`src/sv/pbd_pkg.sv`:
```
package pbd_pkg;

  // window and sample geometry
  localparam int WINDOW_LENGTH   = 20;
  localparam int SAMPLE_W        = 10;
  localparam int SAMPLE_LSB      = 3;
  localparam int RAW_W           = 16;
  localparam int TICK_W          = 16;
  localparam int THRESHOLD_RESET = 250;

  // derived widths
  localparam int WIN_IDX_W = $clog2(WINDOW_LENGTH);
  localparam int SUM_W     = SAMPLE_W + WIN_IDX_W;
  localparam int THR_W     = SUM_W + 1;

  // reciprocal for the divide by the window length, exact over the whole sum range
  localparam int RECIP_SHIFT = SAMPLE_W + 2 * WIN_IDX_W;
  localparam int RECIP       = (2 ** RECIP_SHIFT + WINDOW_LENGTH - 1) / WINDOW_LENGTH;
  localparam int RECIP_W     = RECIP_SHIFT - WIN_IDX_W + 2;
  localparam int PROD_W      = SUM_W + RECIP_W;

  // stream widths
  localparam int IN_DATA_W  = RAW_W;
  localparam int OUT_DATA_W = 32;
  localparam int OUT_USED_W = SAMPLE_W + 3 + TICK_W;

  // item kind carried in tuser
  typedef enum logic {
    CMD_SAMPLE = 1'b0,
    CMD_TICK   = 1'b1
  } cmd_t;

  // per item result flags carried down the pipeline
  typedef struct packed {
    logic              beat_start;
    logic              beat_release;
    logic              level_high;
    logic [TICK_W-1:0] elapsed_ms;
  } beat_flags_t;

endpackage

```
`src/sv/pulse_beat_detector_unit.sv`:
```
// pipeline: a result passes the first stage register and then the output register before it is offered
// throughput: one item per cycle while the output is not stalled; the window sum is
//   a running total; the window-length divide is a reciprocal multiply in the output stage
// reset (rst, synchronous, active high): threshold back to 250, window unprimed,
//   level flag low, tick count and pipeline valid bits cleared
module pulse_beat_detector_unit import pbd_pkg::*; (
  input  logic                  clk,
  input  logic                  rst,
  input  logic                  threshold_we,
  input  logic [SAMPLE_W-1:0]   threshold_wdata,
  input  logic                  s_tvalid,
  output logic                  s_tready,
  input  logic [IN_DATA_W-1:0]  s_tdata,   // [15:0] raw_word
  input  logic [0:0]            s_tuser,   // [0] command
  output logic                  m_tvalid,
  input  logic                  m_tready,
  output logic [OUT_DATA_W-1:0] m_tdata    // [9:0] average, [10] beat_start,
                                           // [11] beat_release, [12] level_high,
                                           // [28:13] elapsed_ms, rest zero
);

  // state
  logic [SAMPLE_W-1:0]  window [WINDOW_LENGTH];
  logic [WIN_IDX_W-1:0] wr_pos;
  logic [SUM_W-1:0]     window_sum;
  logic                 primed;
  logic                 level_flag;
  logic [TICK_W-1:0]    tick_count;
  logic [THR_W-1:0]     thr_lo;
  logic [THR_W-1:0]     thr_hi;

  // pipeline
  logic                 p1_valid;
  logic [SUM_W-1:0]     p1_sum;
  beat_flags_t          p1_flags;
  logic [SAMPLE_W-1:0]  out_avg;
  beat_flags_t          out_flags;

  // combinational
  logic                 out_en;
  logic                 in_xfer;
  cmd_t                 cmd;
  logic [SAMPLE_W-1:0]  sample;
  logic [SUM_W-1:0]     sum_next;
  logic [TICK_W-1:0]    tick_inc;
  logic                 above;
  logic                 below;
  beat_flags_t          flags_next;
  logic [PROD_W-1:0]    avg_prod;

  // handshake
  assign out_en   = !m_tvalid || m_tready;
  assign s_tready = !p1_valid || out_en;
  assign in_xfer  = s_tvalid && s_tready;
  assign cmd      = cmd_t'(s_tuser[0]);

  // threshold scaled to sum units: avg > thr is sum >= len*(thr+1), avg < thr is sum < len*thr
  always_ff @(posedge clk) begin
    if (rst) begin
      thr_lo <= THR_W'(WINDOW_LENGTH * THRESHOLD_RESET);
      thr_hi <= THR_W'(WINDOW_LENGTH * (THRESHOLD_RESET + 1));
    end else if (threshold_we) begin
      thr_lo <= THR_W'(threshold_wdata) * THR_W'(WINDOW_LENGTH);
      thr_hi <= THR_W'(threshold_wdata) * THR_W'(WINDOW_LENGTH) + THR_W'(WINDOW_LENGTH);
    end
  end

  // window sum update and crossing test
  always_comb begin
    sample   = s_tdata[SAMPLE_LSB +: SAMPLE_W];
    sum_next = primed ? (window_sum - SUM_W'(window[wr_pos]) + SUM_W'(sample))
                      : (SUM_W'(sample) * SUM_W'(WINDOW_LENGTH));
    above    = {1'b0, sum_next} >= thr_hi;
    below    = {1'b0, sum_next} < thr_lo;
    tick_inc = (tick_count == {TICK_W{1'b1}}) ? tick_count : tick_count + TICK_W'(1);

    if (cmd == CMD_TICK) begin
      flags_next.beat_start   = 1'b0;
      flags_next.beat_release = 1'b0;
      flags_next.level_high   = level_flag;
      flags_next.elapsed_ms   = tick_inc;
    end else begin
      flags_next.beat_start   = !level_flag && above;
      flags_next.beat_release = level_flag && below;
      flags_next.level_high   = (level_flag && !below) || (!level_flag && above);
      flags_next.elapsed_ms   = tick_count;
    end
  end

  // control state
  always_ff @(posedge clk) begin
    if (rst) begin
      window_sum <= '0;
      primed     <= 1'b0;
      level_flag <= 1'b0;
      tick_count <= '0;
      wr_pos     <= '0;
    end else if (in_xfer) begin
      if (cmd == CMD_TICK) begin
        tick_count <= tick_inc;
      end else begin
        window_sum <= sum_next;
        primed     <= 1'b1;
        level_flag <= flags_next.level_high;
        if (flags_next.beat_release) begin
          tick_count <= '0;
        end
        if (primed) begin
          wr_pos <= (wr_pos == WIN_IDX_W'(WINDOW_LENGTH - 1)) ? '0 : wr_pos + WIN_IDX_W'(1);
        end
      end
    end
  end

  // sample window, first sample fills every entry
  always_ff @(posedge clk) begin
    if (in_xfer && cmd == CMD_SAMPLE) begin
      for (int i = 0; i < WINDOW_LENGTH; i++) begin
        if (!primed || wr_pos == WIN_IDX_W'(i)) begin
          window[i] <= sample;
        end
      end
    end
  end

  // first stage: sum and flags of the accepted item
  always_ff @(posedge clk) begin
    if (rst) begin
      p1_valid <= 1'b0;
    end else if (s_tready) begin
      p1_valid <= in_xfer;
    end
  end

  always_ff @(posedge clk) begin
    if (in_xfer) begin
      p1_sum   <= (cmd == CMD_TICK) ? window_sum : sum_next;
      p1_flags <= flags_next;
    end
  end

  // output stage: average by reciprocal multiply
  assign avg_prod = PROD_W'(p1_sum) * PROD_W'(RECIP);

  always_ff @(posedge clk) begin
    if (rst) begin
      m_tvalid <= 1'b0;
    end else if (out_en) begin
      m_tvalid <= p1_valid;
    end
  end

  always_ff @(posedge clk) begin
    if (out_en && p1_valid) begin
      out_avg   <= avg_prod[RECIP_SHIFT +: SAMPLE_W];
      out_flags <= p1_flags;
    end
  end

  // result packing
  assign m_tdata = {{(OUT_DATA_W - OUT_USED_W){1'b0}},
                    out_flags.elapsed_ms,
                    out_flags.level_high,
                    out_flags.beat_release,
                    out_flags.beat_start,
                    out_avg};

endmodule

```
`config.mk`:
```
export PLATFORM = sky130hd
export DESIGN_NAME = pulse_beat_detector_unit
export DESIGN_NICKNAME = d
export VERILOG_FILES = /design/src/sv/pbd_pkg.sv /design/src/sv/pulse_beat_detector_unit.sv
export SDC_FILE = /design/constraint.sdc
export NUM_CORES = 1
export LEC_CHECK = 0
export BUFFER_PORTS_ARGS = -buffer_cell sky130_fd_sc_hd__clkbuf_2
export CORE_ASPECT_RATIO = 1.2
export CORE_MARGIN = 2
export CORE_UTILIZATION = 45
export DETAILED_ROUTE_END_ITERATION = 6
export PLACE_DENSITY = 0.6
export SETUP_SLACK_MARGIN = 0.4
export SLEW_MARGIN = 20
export SYNTH_ARGS = -nofsm -noshare
export SYNTH_HDL_FRONTEND = slang
export SYNTH_SLANG_ARGS = --single-unit
```
`constraint.sdc`:
```
create_clock -name clk -period 15.5 [get_ports clk]
set_input_delay 0.775 -clock clk [delete_from_list [all_inputs] [get_ports clk]]
set_output_delay 0.775 -clock clk [all_outputs]
set_load 0.02 [all_outputs]
```
After elaboration in Yosys (flattened, before gate mapping)
Memories as Yosys holds them, arrays and structs flattened. A register that Yosys moved wholly into a read port is not among the register bits. Cells that the tools add are included.

Logic and storage cells: 159. Flip-flop bits (word level): 132. Memories: 1. Bits in writable memories: 200. Input bits: 32. Output and inout bits: 34.

Reduce and logical (&&, ||, !) cells: 39. Order comparisons: 2. Bitwise logic cells: 1. Equal/unequal tests: 20. Multiplexer cells: 69. $add $sub $neg: 5. Multipliers: 3.

Memory list: window (depth 20, bits a word 10, read ports 1, clocked after Yosys merged registers in 1, wr ports 20, RTL line pulse_beat_detector_unit.sv:23) `logic [SAMPLE_W-1:0] window [WINDOW_LENGTH];`.

Operator list (count): two-way mux 1 bit (60); two-way mux 16 bit (3); equality test 5 x 4 -> 1 bit, second input constant (8); multiplier 15 x 16 -> 30 bit, second input constant (1); two-way mux 15 bit (2); multiplier 10 x 3 -> 13 bit, second input constant (2); logical OR 1 bit (23); equality test 5 x 3 -> 1 bit, second input constant (4); equality test 5 bit, second input constant (4); two-way mux 18 bit (1); adder 15 x 5 -> 16 bit, second input constant (1); adder 16 x 1 -> 16 bit, second input constant (1); equality test 16 bit, second input constant (1); >= comparator 15 x 16 -> 1 bit (1); adder 15 x 10 -> 15 bit (1); < comparator 15 bit (1); two-way mux 5 bit (3); subtractor 15 x 10 -> 15 bit (1); equality test 5 x 2 -> 1 bit, second input constant (2); logical AND 1 bit (6); adder 5 x 1 -> 5 bit, second input constant (1); equality test 5 x 1 -> 1 bit, second input constant (1); logical NOT 1 bit (5); logical NOT 5 bit (1); other kinds (4) (5).

Longest topological paths before layout
Depth in word-level cells: 10. Mapped depth: 26. Mapped depth without buffers: 23.

Worst setup path after synthesis
OpenSTA, ideal clock, no wires.

Path kind: reg-to-reg. Start point: register with a tool-made name. End point: register tick_count[2]. Library setup time: 0.117 ns. Slack: 9.884 ns. Arrival: 5.499 ns. Cell stages (with the launch flop): 25. Data required time: 15.383 ns. Buffers on the path: 3. Cell sequence: dfxtp_1 buf_6 buf_8 mux4_1 mux4_2 mux2_2 fa_1 inv_1 ha_1 nor2b_1 o31a_1 o211ai_1 a21oi_1 or3_1 a31oi_1 inv_1 ha_1 a21o_1 a21o_1 a211o_1 and2_1 nor3_2 or2_1 buf_4 o21ai_1.

RTL lines: to (signal assigned) (RTL line pulse_beat_detector_unit.sv:100) `tick_count <= tick_inc;`; to (decl) (RTL line pulse_beat_detector_unit.sv:28) `logic [TICK_W-1:0] tick_count;`.

==> results.md <==
* Outcome: finished clean
* Area after DPL at 20600 um^2
* CTS root buf: clkbuf_16
* Synth warn at 0
* Largest area contributor in the netlist: edfxtp_1
* CTS hold repair buffers at 0
* CTS Buf Count at 37
* Drc violations at 0
* Clock Pin Slew Worst Setup and Hold Paths at 0.06 ns
* Nets at 1921
* Vias at 12100
* Final instance area at 21800 um^2
* Ports at 66
* Worst-path maximum fanout at 27
* GP Congestion at 0.870
* Initial antenna violation count at 0
* Met2 Usage GRT at 0.358
* 1st-iter DRT viols at 711
* TritonRoute pass-1 iters at 5
* DP Wirelength at 30500 um
* GRT Residual Overflow at 0
* Met3 GRT Util at 0.0300
* Unrepaired setup endpoints after global routing: false
* # port buffers at 56
* Setup Buffers After CTS at 0
* Global Route Usage Sum at 0.191
* Crit path cell chain: buf_4, mux4_1, mux4_2, mux2_2, fa_1, inv_1, ha_1, a211oi_1, nor2_1, a31oi_1, a21boi_1, o31ai_1, ha_1, a21o_1, a211o_1, and2_1, nor3_2, or2_1, nor3_1
* Cells on worst reg2reg path at 19
* Gate Count Post-Synth at 1576
* Fillers at 3838
* Crit path top cell by count: ha_1
* Setup WS pre-CTS at 7.43 ns
* Main flop type after synthesis: edfxtp_1
* Max Clk Rate at 0.127 GHz
* Post-synth EDFFs at 263
* Post-Syn Area at 19700 um^2
* Initial Util at 0.454
* Clock sinks at 335
* Endpoints failing setup at 0
* First-pass GRT wire length at 67600 um
* Setup Skew at 0.0230 ns
* Top-count cell post-synth: edfxtp_1
* ANT nets after route at 0
* Post-synthesis sequential area ratio at 0.473
* Synth cell types at 84
* CTS HTree Levels at 2
* Setup WS post-layout at 7.62 ns
* Share of cells above drive strength 1 at 0.143
* Maximum VDD drop at 139 uV
* Largest net degree at the start of global routing at 51
* Slew HR at 0.335
* CTS tree: done
* # resized after CTS at 0
* Worst path required time at 15.92 ns
* Drt via density at 5.45
* Area share of the largest cell type after synthesis at 0.400
* Worst Setup End Kind: register
* Synth area leaders: edfxtp_1 (40%), ha_1 (12%), dfxtp_1 (7.3%), fa_1 (7.2%), mux4_2 (5.0%)
* Final Max Tran Viols at 0
* Final hold vios at 0
* Startpoint types: register
* Avg Cell Area, Syn at 12.5 um^2
* Top cells by count, synth: edfxtp_1 (263), inv_1 (200), ha_1 (187)
* Core Box Area at 43500 um^2
* Cell row count at 84
* Crit Path Class: reg2reg
* Number of synthesized register bits at 335
* Final critical-path share of the clock period at 0.508
* Diode count at 0
* Hold Path Stages at 0
* Max stage delay on crit path at 0.88 ns
* Die area at 45600 um^2
* HP Class: reg2reg
* Die Y-Extent at 233 um
* Die X at 195 um
* Slew @ Worst Pin at 0.995 ns
* Pleak at 8.85 nW
* Fraction of registers with async set/reset at 0
* Total Routed Length at 41900 um
* Critical Path Slowest Stage Cell: dfxtp_2
* Clk_lat worst skew at 0.56 ns
* Max-Cap Viols at 0
* WL/cell at 18.9 um
* Area Overhead vs Synth at 10.4%
* Number of global-route vias before repair at 12400
* Gr busiest metal: met2
* Tot Pwr at 3.95 mW
* GRT met1 Usage at 0.225
* Fin util at 0.501
* Max clock buf depth at 3
* Setup TNS at 0 ns
* WP data arrival at 8.30 ns
* Fin crit period at 7.88 ns
* P per Cell Area at 181 nW/um^2
[cells in the final DEF, fill, tap and decap left out, types with 24 or more instances in the layout]
cell type | netlist | routed
nor3_1 | 26 | 26
clkbuf_16 | 0 | 38
xnor2_1 | 30 | 30
clkbuf_2 | 0 | 56
fa_1 | 71 | 71
o21ai_0 | 38 | 38
a21o_1 | 24 | 24
a21oi_1 | 84 | 83
a211oi_1 | 24 | 24
edfxtp_1 | 263 | 263
mux4_2 | 44 | 44
nand3_1 | 27 | 27
ha_1 | 187 | 187
dfxtp_1 | 72 | 70
nand2_1 | 76 | 76
nor2_1 | 92 | 82
inv_1 | 200 | 200
[sequential cells by signal, indices dropped and copies added (netlist names), 5 cells and up, named ones only]
signal      flops
window        200
m_tdata        19
p1_flags       19
tick_count     16
p1_sum         15
window_sum     15
thr_hi         14
thr_lo         13
out_avg        10
wr_pos          5
[critical path, delay by kind of cell (launching register included)]
kind            cells  cell delay [ns]
compound gates      6             2.14
mux                 3             1.51
buf+inv             2             0.64
fa+ha+maj           3             1.24
simple gates        5             1.31
flops               1             0.88
[routing by layer]
layer,share of wire,vias to the layer above
met2,0.53,221
met5,0,-
met3,0.032,66
li1,-,5838
met1,0.41,5965
met4,0.027,0
[metrics by stage]
step | hold WS [ns] | instances
6_report | 0.418 | 2218
5_1_grt | 0.426 | 2218
4_1_cts | 0.420 | 2218
3_5_place_dp | 0.406 | 2151
3_3_place_gp | 0.404 | 2151
2_1_floorplan | 0.400 | 1578
[path summary, 6_finish.rpt]
kind / from / to / slack [ns]
worst max-delay path: register / tick_count[12] / 7.62
worst min-delay path: p1_flags[9] / m_tdata[22] / 0.42
worst max register to register: register / tick_count[12] / 7.62
worst min register to register: p1_flags[9] / m_tdata[22] / 0.42
[cells by family after synthesis]
| logic type | synth area share |
|---|---|
| muxes | 0.0912 |
| and+or+nand+nor | 0.0790 |
| adders and majority gates | 0.191 |
| DFF | 0.473 |
| xor gates and xnor gates | 0.0243 |
| AOI/OAI and AO/OA | 0.0875 |
| other | 0.000190 |
| buffers and inverters | 0.0541 |
[cell type report]
cell class / instances / area (um^2) / share of cell area
clock buffer: 44 / 983 / 0.0451
timing repair buffer: 71 / 393 / 0.0180
sequential: 335 / 9340 / 0.429
clock inverter: 23 / 246 / 0.0113
tap: 559 / 699 / 0.0321
multi-input combinational: 986 / 9380 / 0.430
inverter: 200 / 751 / 0.0344
[power by group]
group | switching [mW] | total (mW) | leakage, nW | internal, mW
sequential | 0.0240 | 1.10 | 3.07 | 1.08
clock | 0.366 | 0.892 | 0.602 | 0.526
combinational | 1.13 | 1.95 | 5.18 | 0.827
total | 1.52 | 3.95 | 8.85 | 2.43
Note: power is estimated with default switching activity, not from simulation.
